[config.mk]
export PLATFORM = sky130hd
export DESIGN_NAME = brew_pump_profile_sequencer
export DESIGN_NICKNAME = d
export VERILOG_FILES = /design/src/hdl/bpps_pkg.sv /design/src/hdl/bpps_cfg_regs.sv /design/src/hdl/bpps_core.sv /design/src/hdl/brew_pump_profile_sequencer.sv
export SDC_FILE = /design/constraint.sdc
export NUM_CORES = 1
export LEC_CHECK = 0
export BUFFER_PORTS_ARGS = -buffer_cell sky130_fd_sc_hd__buf_2
export CAP_MARGIN = 10
export CORE_MARGIN = 2
export CORE_UTILIZATION = 40
export CTS_BUF_LIST = sky130_fd_sc_hd__clkbuf_4
export CTS_CLUSTER_DIAMETER = 150
export CTS_CLUSTER_SIZE = 10
export DETAILED_ROUTE_END_ITERATION = 8
export GPL_ROUTABILITY_DRIVEN = 0
export PLACE_DENSITY = 0.52
export SYNTH_ARGS = -nofsm -noshare
export SYNTH_HDL_FRONTEND = slang
export SYNTH_SLANG_ARGS = --single-unit
[constraint.sdc]
create_clock -name i_clk -period 21.7 [get_ports i_clk]
set_clock_uncertainty 0.1 [all_clocks]
set_input_delay 2.17 -clock i_clk [delete_from_list [all_inputs] [get_ports i_clk]]
set_output_delay 2.17 -clock i_clk [all_outputs]
set_load 0.02 [all_outputs]
[src/hdl/bpps_pkg.sv]
// Shared types and constants for the brew pump profile sequencer.
// No dependencies; imported by every module in hdl/.
package bpps_pkg;

    localparam int unsigned DUTY_W     = 9;
    localparam int unsigned TICK_W     = 11;
    localparam int unsigned DIV_W      = 8;
    localparam int unsigned PULSE_W    = 4;
    localparam int unsigned SHOT_W     = 16;
    localparam int unsigned IDLE_W     = 14;
    localparam int unsigned CFG_IDX_W  = 3;
    localparam int unsigned CFG_DATA_W = 11;
    localparam int unsigned IN_TDATA_W  = 8;
    localparam int unsigned OUT_TDATA_W = 32;

    localparam logic [DUTY_W-1:0]  DUTY_FULL   = 9'd256;
    localparam logic [DUTY_W-1:0]  DUTY_MIN    = 9'd26;
    localparam logic [DUTY_W:0]    RAMP_STEP   = 10'd16;
    localparam logic [DIV_W-1:0]   RAMP_DIV    = 8'd5;
    localparam logic [DIV_W-1:0]   PULL_DIV    = 8'd15;
    localparam logic [IDLE_W-1:0]  IDLE_CLEAR  = 14'd12500;
    localparam logic [IDLE_W-1:0]  IDLE_MAX    = 14'd16383;
    localparam logic [TICK_W-1:0]  PROG_MAX    = 11'd2047;
    localparam logic [SHOT_W-1:0]  SHOT_MAX    = 16'd65535;
    localparam logic [PULSE_W-1:0] PULSE_MAX   = 4'd15;
    localparam logic [PULSE_W-1:0] PULSE_SOLID = 4'd10;
    localparam logic [TICK_W:0]    ALARM_LEN   = 12'd5;
    localparam logic [TICK_W-1:0]  REWIND_SHORT = 11'd25;
    localparam logic [TICK_W-1:0]  REWIND_LONG  = 11'd250;

    typedef enum logic [CFG_IDX_W-1:0] {
        CFG_PREINFUSE_DUTY = 3'd0,
        CFG_PREINFUSE_END  = 3'd1,
        CFG_SOAK_END       = 3'd2,
        CFG_RAMP_END       = 3'd3,
        CFG_PULL_END       = 3'd4,
        CFG_FLOOR_START    = 3'd5,
        CFG_PUMP_STOP_AT   = 3'd6,
        CFG_ALARM_AT       = 3'd7
    } t_cfg_idx;

    typedef struct packed {
        logic [DUTY_W-1:0] preinfuse_duty;
        logic [TICK_W-1:0] preinfuse_end;
        logic [TICK_W-1:0] soak_end;
        logic [TICK_W-1:0] ramp_end;
        logic [TICK_W-1:0] pull_end;
        logic [TICK_W-1:0] floor_start;
        logic [TICK_W-1:0] pump_stop_at;
        logic [TICK_W-1:0] alarm_at;
    } t_cfg;

    typedef struct packed {
        logic tick;
        logic water_on;
        logic steam_on;
        logic brew_on;
        logic power_on;
    } t_item;

    typedef struct packed {
        logic              pump_timer_run;
        logic [SHOT_W-1:0] shot_time;
        logic              piezo;
        logic [DUTY_W-1:0] pump_duty;
    } t_result;

endpackage

[src/hdl/bpps_cfg_regs.sv]
// Configuration register bank for the brew pump profile sequencer.
// Depends on bpps_pkg.
module bpps_cfg_regs (
    input  logic                            i_clk,
    input  logic                            i_rst_n,
    input  logic                            i_we,
    input  logic [bpps_pkg::CFG_IDX_W-1:0]  i_idx,
    input  logic [bpps_pkg::CFG_DATA_W-1:0] i_data,
    output bpps_pkg::t_cfg                  o_cfg
);
    import bpps_pkg::*;

    t_cfg r_cfg;

    always_ff @(posedge i_clk) begin
        if (!i_rst_n) begin
            r_cfg.preinfuse_duty <= 9'd40;
            r_cfg.preinfuse_end  <= 11'd20;
            r_cfg.soak_end       <= 11'd40;
            r_cfg.ramp_end       <= 11'd65;
            r_cfg.pull_end       <= 11'd801;
            r_cfg.floor_start    <= 11'd360;
            r_cfg.pump_stop_at   <= 11'd600;
            r_cfg.alarm_at       <= 11'd851;
        end else if (i_we) begin
            unique case (t_cfg_idx'(i_idx))
                CFG_PREINFUSE_DUTY: r_cfg.preinfuse_duty <= i_data[DUTY_W-1:0];
                CFG_PREINFUSE_END:  r_cfg.preinfuse_end  <= i_data;
                CFG_SOAK_END:       r_cfg.soak_end       <= i_data;
                CFG_RAMP_END:       r_cfg.ramp_end       <= i_data;
                CFG_PULL_END:       r_cfg.pull_end       <= i_data;
                CFG_FLOOR_START:    r_cfg.floor_start    <= i_data;
                CFG_PUMP_STOP_AT:   r_cfg.pump_stop_at   <= i_data;
                CFG_ALARM_AT:       r_cfg.alarm_at       <= i_data;
            endcase
        end
    end

    assign o_cfg = r_cfg;

endmodule

[src/hdl/bpps_core.sv]
// Per-pass state update: phase counter, pump duty, alarm and shot timer.
// Depends on bpps_pkg.
module bpps_core (
    input  logic              i_clk,
    input  logic              i_rst_n,
    input  logic              i_step,
    input  bpps_pkg::t_item   i_item,
    input  bpps_pkg::t_cfg    i_cfg,
    output bpps_pkg::t_result o_result
);
    import bpps_pkg::*;

    logic [TICK_W-1:0]  r_progress, n_progress;
    logic [DIV_W-1:0]   r_div,      n_div;
    logic [DUTY_W-1:0]  r_duty,     n_duty;
    logic [PULSE_W-1:0] r_pulses,   n_pulses;
    logic               r_buzzer,   n_buzzer;
    logic [SHOT_W-1:0]  r_shot,     n_shot;
    logic [IDLE_W-1:0]  r_idle,     n_idle;
    logic               r_run,      n_run;

    always_comb begin
        logic [DUTY_W-1:0] pre_duty;
        logic [DUTY_W:0]   ramp_sum;
        logic [TICK_W-1:0] p;

        pre_duty = (i_cfg.preinfuse_duty > DUTY_FULL) ? DUTY_FULL : i_cfg.preinfuse_duty;
        p        = r_progress;
        ramp_sum = '0;

        n_progress = r_progress;
        n_div      = r_div;
        n_duty     = r_duty;
        n_pulses   = r_pulses;
        n_buzzer   = r_buzzer;
        n_shot     = r_shot;
        n_idle     = r_idle;
        n_run      = r_run;

        if (i_item.power_on) begin
            if (i_item.brew_on) begin
                n_idle = '0;
                n_run  = 1'b1;
                if (p <= i_cfg.preinfuse_end)
                    n_duty = pre_duty;
                if (p > i_cfg.preinfuse_end && p <= i_cfg.soak_end)
                    n_duty = '0;
                if (p > i_cfg.soak_end && p <= i_cfg.ramp_end && n_duty <= DUTY_FULL) begin
                    n_div = n_div + 1'b1;
                    if (n_div > RAMP_DIV) begin
                        if (n_duty < DUTY_FULL) begin
                            ramp_sum = {1'b0, n_duty} + RAMP_STEP;
                            n_duty = (ramp_sum > {1'b0, DUTY_FULL}) ? DUTY_FULL
                                                                     : ramp_sum[DUTY_W-1:0];
                        end
                        n_div = '0;
                    end
                end
                if (p > i_cfg.ramp_end && p <= i_cfg.pull_end && n_duty >= DUTY_MIN) begin
                    n_div = n_div + 1'b1;
                    if (n_div > PULL_DIV) begin
                        n_duty = n_duty - 1'b1;
                        n_div  = '0;
                    end
                end
                if (p > i_cfg.floor_start)
                    n_duty = DUTY_MIN;
                if (p > i_cfg.pump_stop_at)
                    n_duty = '0;

                if (p >= i_cfg.alarm_at)
                    n_buzzer = 1'b1;
                if ({1'b0, p} >= {1'b0, i_cfg.alarm_at} + ALARM_LEN) begin
                    n_buzzer   = 1'b0;
                    n_progress = (i_cfg.alarm_at > REWIND_SHORT)
                               ? i_cfg.alarm_at - REWIND_SHORT : '0;
                    if (n_pulses < PULSE_MAX)
                        n_pulses = n_pulses + 1'b1;
                end
                if (n_pulses >= PULSE_SOLID) begin
                    n_buzzer   = 1'b1;
                    n_progress = (i_cfg.alarm_at > REWIND_LONG)
                               ? i_cfg.alarm_at - REWIND_LONG : '0;
                    n_pulses   = PULSE_SOLID;
                end

                if (i_item.tick) begin
                    if (n_progress < PROG_MAX)
                        n_progress = n_progress + 1'b1;
                    if (n_progress > i_cfg.soak_end && n_shot < SHOT_MAX)
                        n_shot = n_shot + 1'b1;
                end
            end else begin
                n_buzzer   = 1'b0;
                n_pulses   = '0;
                n_run      = 1'b0;
                n_progress = '0;
                n_duty     = '0;
                if (n_idle < IDLE_MAX)
                    n_idle = n_idle + 1'b1;
                if (n_idle >= IDLE_CLEAR)
                    n_shot = '0;
            end
            if (i_item.water_on)
                n_duty = DUTY_FULL;
        end else begin
            n_shot   = '0;
            n_duty   = '0;
            n_buzzer = 1'b0;
        end

        if (!i_item.brew_on && !i_item.steam_on && !i_item.water_on)
            n_duty = '0;
    end

    always_ff @(posedge i_clk) begin
        if (!i_rst_n) begin
            r_progress <= '0;
            r_div      <= '0;
            r_duty     <= '0;
            r_pulses   <= '0;
            r_buzzer   <= 1'b0;
            r_shot     <= '0;
            r_idle     <= '0;
            r_run      <= 1'b0;
        end else if (i_step) begin
            r_progress <= n_progress;
            r_div      <= n_div;
            r_duty     <= n_duty;
            r_pulses   <= n_pulses;
            r_buzzer   <= n_buzzer;
            r_shot     <= n_shot;
            r_idle     <= n_idle;
            r_run      <= n_run;
        end
    end

    assign o_result.pump_duty      = n_duty;
    assign o_result.piezo          = n_buzzer;
    assign o_result.shot_time      = n_shot;
    assign o_result.pump_timer_run = n_run;

endmodule

[src/hdl/brew_pump_profile_sequencer.sv]
// Top level of the brew pump profile sequencer: stream ports, input and result registers.
// Depends on bpps_pkg, bpps_cfg_regs and bpps_core.
//
// Each input beat is one control-loop pass and yields exactly one result beat.
// A beat is held in an input register, the pass is computed combinationally by the
// core and is written to the result register when that register is free or drained.
// One beat per cycle is sustained while the downstream side keeps tready high: the
// state update of one pass feeding the next is a registered loop in the core, and a
// waiting result stalls the input only once both registers are full. Configuration
// writes take effect at once and are to be made only while no beat is in flight.
module brew_pump_profile_sequencer (
    input  logic                              i_clk,
    input  logic                              i_rst_n,
    input  logic                              i_cfg_we,
    input  logic [bpps_pkg::CFG_IDX_W-1:0]    i_cfg_idx,
    input  logic [bpps_pkg::CFG_DATA_W-1:0]   i_cfg_wdata,
    input  logic                              i_s_axis_tvalid,
    output logic                              o_s_axis_tready,
    // power_on, brew_on, steam_on, water_on, tick, zero pad
    input  logic [bpps_pkg::IN_TDATA_W-1:0]   i_s_axis_tdata,
    output logic                              o_m_axis_tvalid,
    input  logic                              i_m_axis_tready,
    // pump_duty[8:0], piezo, shot_time[15:0], pump_timer_run, zero pad
    output logic [bpps_pkg::OUT_TDATA_W-1:0]  o_m_axis_tdata
);
    import bpps_pkg::*;

    t_cfg    cfg;
    t_item   r_item;
    logic    r_in_valid;
    t_result r_out, core_result;
    logic    r_out_valid;
    logic    out_free;
    logic    step;

    bpps_cfg_regs u_cfg (
        .i_clk   (i_clk),
        .i_rst_n (i_rst_n),
        .i_we    (i_cfg_we),
        .i_idx   (i_cfg_idx),
        .i_data  (i_cfg_wdata),
        .o_cfg   (cfg)
    );

    assign out_free        = !r_out_valid || i_m_axis_tready;
    assign step            = r_in_valid && out_free;
    assign o_s_axis_tready = !r_in_valid || out_free;

    bpps_core u_core (
        .i_clk    (i_clk),
        .i_rst_n  (i_rst_n),
        .i_step   (step),
        .i_item   (r_item),
        .i_cfg    (cfg),
        .o_result (core_result)
    );

    always_ff @(posedge i_clk) begin
        if (!i_rst_n) begin
            r_in_valid <= 1'b0;
        end else if (o_s_axis_tready) begin
            r_in_valid <= i_s_axis_tvalid;
        end
    end

    always_ff @(posedge i_clk) begin
        if (o_s_axis_tready && i_s_axis_tvalid) begin
            r_item.power_on <= i_s_axis_tdata[0];
            r_item.brew_on  <= i_s_axis_tdata[1];
            r_item.steam_on <= i_s_axis_tdata[2];
            r_item.water_on <= i_s_axis_tdata[3];
            r_item.tick     <= i_s_axis_tdata[4];
        end
    end

    always_ff @(posedge i_clk) begin
        if (!i_rst_n) begin
            r_out_valid <= 1'b0;
        end else if (out_free) begin
            r_out_valid <= r_in_valid;
        end
    end

    always_ff @(posedge i_clk) begin
        if (step) begin
            r_out <= core_result;
        end
    end

    assign o_m_axis_tvalid = r_out_valid;
    assign o_m_axis_tdata  = {{(OUT_TDATA_W - $bits(t_result)){1'b0}}, r_out};

    a_duty_range: assert property (@(posedge i_clk) disable iff (!i_rst_n)
        o_m_axis_tvalid |-> o_m_axis_tdata[8:0] <= DUTY_FULL)
        else $error("pump duty above full scale");

    a_no_overrun: assert property (@(posedge i_clk) disable iff (!i_rst_n)
        r_in_valid && r_out_valid && !i_m_axis_tready |-> !o_s_axis_tready)
        else $error("input accepted while both stages are full");

    a_result_follows: assert property (@(posedge i_clk) disable iff (!i_rst_n)
        step |=> o_m_axis_tvalid)
        else $error("computed pass did not reach the result register");

endmodule
==> results_dict.tcl <==
set metrics [dict create \
    dr.pass1.iters 7 \
    power.total_mw 0.606 \
    irDropWorstVdd_mv 0.0369 \
    hpwl_mm 25.9 \
    vias_per_cell 5.47 \
    ys_seq_area_share_pct 30.4 \
    antenna_found_initial 2 \
    gr-usage-all-layers_pct 22.0 \
    start_util_pct 40.4 \
    post_cts_resized 0 \
    crit_arrival_ps 8440 \
    placed_cells 2074 \
    holdPathStages 2 \
    slowest_stage "o31ai_1" \
    area_growth_pct 6.49 \
    period_needed_ps 8180 \
    drcViolationCount 0 \
    first_iter_violations 841 \
    rsz0062_at_grt "no" \
    drv_slew 0 \
    setup_viol_count_final 0 \
    hold_violations 0 \
    reg2reg_slack_ps 13520 \
    port_buffers 51 \
    synth_seq_cells 183 \
    yosysUniqueCellTypes 95 \
    finalSetupTns_ps 0 \
    via_count 11522 \
    syn-cell-area_um2 13100 \
    wire_per_inst_um 17.3 \
    required_ps 21970 \
    hold_class "reg2reg" \
    hp-start "u_core.r_div[7]" \
    cts_buffer_depth 2 \
    grt_pass1_vias 10692 \
    p_leak_nw 5.32 \
    fmax_ghz 0.122 \
    tightest_slew_ps 1090 \
    worst-setup-path-type "reg2reg" \
    post_cts_buffers 0 \
    drtAntennaViolNets 0 \
    insertion_delay_ps 620 \
    die_area_um2 34200 \
    wl_mm 36.5 \
    relSlewSlack_pct 26.8 \
    min_to "u_core.r_div[7]" \
    cpPeakStageDelay_ps 860 \
    cts_hold_buf 0 \
    grt_pass1_wl_mm 58.6 \
    grt_max_degree 92 \
    final_cells 2108 \
    start_kind "register" \
    ys.flop_type "dfxtp_1" \
    crit_top_cell "ha_1" \
    maxCapViolCount 0 \
    path_max_fanout 12 \
    cts.sinks 183 \
    h-tree-depth 4 \
    root_buffer "clkbuf_4" \
    synth_cells 1641 \
    synth.avg_cell_area_um2 7.97 \
    r2r_cells 28 \
    fp-row-count 66 \
    min_period_over_period_pct 37.7 \
    cts_buffers 17 \
    nNetsFinal 1798 \
    io_pins 61 \
    gr-total-overflow 0 \
    die_h_um 185 \
    die_w_um 185 \
    synthArstFlopShare_pct 0 \
    cts_tree "done" \
    coreArea_um2 32400 \
    synth_edf_count 31 \
    yosysWarnings 0 \
    status "finished, final reports clean" \
    drive_above_1_share_pct 8.47 \
    end_kind "register" \
    r2r_start "u_cfg.o_cfg[2]" \
    clkTransAtPathRegs_ps 170 \
    fillCellCount 3425 \
    rr_endpoint "o_m_axis_tdata[25]" \
    powerDensity_nw_per_um2 43.5 \
]
## worst max path at each step
| stage | to | slack (ps) | cells after the start | from |
|---|---|---|---|---|
| CTS | o_m_axis_tdata[25] | 13470 | 28 | u_cfg.o_cfg[2] |
| global placement | o_m_axis_tdata[25] | 13600 | 28 | u_cfg.o_cfg[2] |
| detailed placement | o_m_axis_tdata[25] | 13530 | 28 | u_cfg.o_cfg[2] |
| global route | o_m_axis_tdata[17] | 12800 | 28 | u_cfg.o_cfg[2] |
| floorplan | o_m_axis_tdata[13] | 14660 | 31 | u_cfg.o_cfg[2] |
| finish | o_m_axis_tdata[25] | 13520 | 28 | u_cfg.o_cfg[2] |
## cell usage after synthesis (11+ instances only)
library cell	instances	share of area [%]
nand2_1	271	7.8
dfxtp_1	152	23
ha_1	119	11
o21ai_0	97	3.7
inv_1	96	2.8
nor2_1	77	2.2
a21oi_1	72	2.8
nand3_1	72	2.8
a21boi_0	71	4.1
clkbuf_1	52	1.5
and2_1	37	1.8
nor3_1	36	1.4
xnor2_1	34	2.3
nor2b_1	32	1.5
edfxtp_1	31	7.1
nand4_1	31	1.5
o211ai_1	27	1.5
o21a_1	25	1.4
mux2i_1	23	1.8
and3_1	17	0.81
a31oi_1	16	0.77
nand2b_1	16	0.77
a21o_1	14	0.80
or3_1	14	0.67
a211oi_1	13	0.75
buf_4	11	0.63
nor4_1	11	0.53
o31ai_1	11	0.63
## report_power, final
part / internal (mW) / switching, mW / total (mW) / leakage [nW]
sequential: 0.353 / 0.00529 / 0.358 / 1.52
clock: 0.0570 / 0.129 / 0.186 / 0.136
combinational: 0.0206 / 0.0421 / 0.0627 / 3.67
## stage by stage
stage,cell area [µm²],hold slack (ps),util (%),worst slack [ps]
3_5_place_dp,13700,354,42.2,13530
2_1_floorplan,13100,332,-,14660
5_1_grt,13900,393,43.0,12800
3_3_place_gp,13700,349,42.2,13600
4_1_cts,13900,374,43.0,13470
6_report,13900,377,43.0,13520
## layout make-up
type / instances / area [µm²] / area share [%]
Tap cell: 442 / 553 / 3.97
Antenna cell: 1 / 2.50 / 0.0180
Clock inverter: 15 / 129 / 0.925
Timing Repair Buffer: 72 / 415 / 2.98
Multi-Input combinational cell: 1279 / 8360 / 60.0
Inverter: 99 / 372 / 2.67
Sequential cell: 183 / 3970 / 28.5
Clock buffer: 17 / 128 / 0.916
## placed cells by master (no fill, tap or decap), drive strengths merged, types with 72 or more instances in the layout
cell,count
o21ai,103
a21oi,73
buf,72
nor2,78
a21boi,73
dfxtp,152
nand3,72
nand2,271
ha,119
inv,102
## sequential cells by signal, indices dropped and copies added (netlist names)
| signal | count |
|---|---|
| u_cfg.o_cfg | 86 |
| o_m_axis_tdata | 27 |
| u_core.r_shot | 16 |
| u_core.r_idle | 14 |
| u_core.r_progress | 11 |
| u_core.r_duty | 9 |
| u_core.r_div | 8 |
| r_item | 4 |
| u_core.r_pulses | 4 |
| o_m_axis_tvalid | 1 |
| r_in_valid | 1 |
| u_core.r_buzzer | 1 |
| u_core.r_run | 1 |
## per-layer routing
metal | up-vias | track usage (%) | share of wire, %
li1 | 5912 | - | -
met1 | 5366 | 29.7 | 48
met2 | 209 | 37.0 | 46
met3 | 35 | 2.85 | 3.6
met4 | 0 | 5.65 | 1.7
met5 | - | 0 | 0
## logic make-up after synthesis
| group | count (synthesis) | share of synthesized area (%) |
|---|---|---|
| buffers and inverters | 183 | 5.90 |
| other | 1 | 0.0287 |
| and+or+nand+nor | 660 | 24.7 |
| adders and majority gates | 119 | 11.4 |
| xor gates and xnor gates | 38 | 2.54 |
| DFF | 183 | 30.4 |
| muxes | 30 | 2.36 |
| AOI/OAI and AO/OA | 427 | 22.7 |
## critical path, delay by kind of cell (launching register included)
kind                       cells  cell delay, ps
AOI/OAI and AO/OA             10            3240
xor gates and xnor gates       1             140
DFF                            1             570
and+or+nand+nor               10            2160
adders and majority gates      4            1150
buffers and inverters          3             570
No activity file was read; power rests on OpenSTA's default activity.
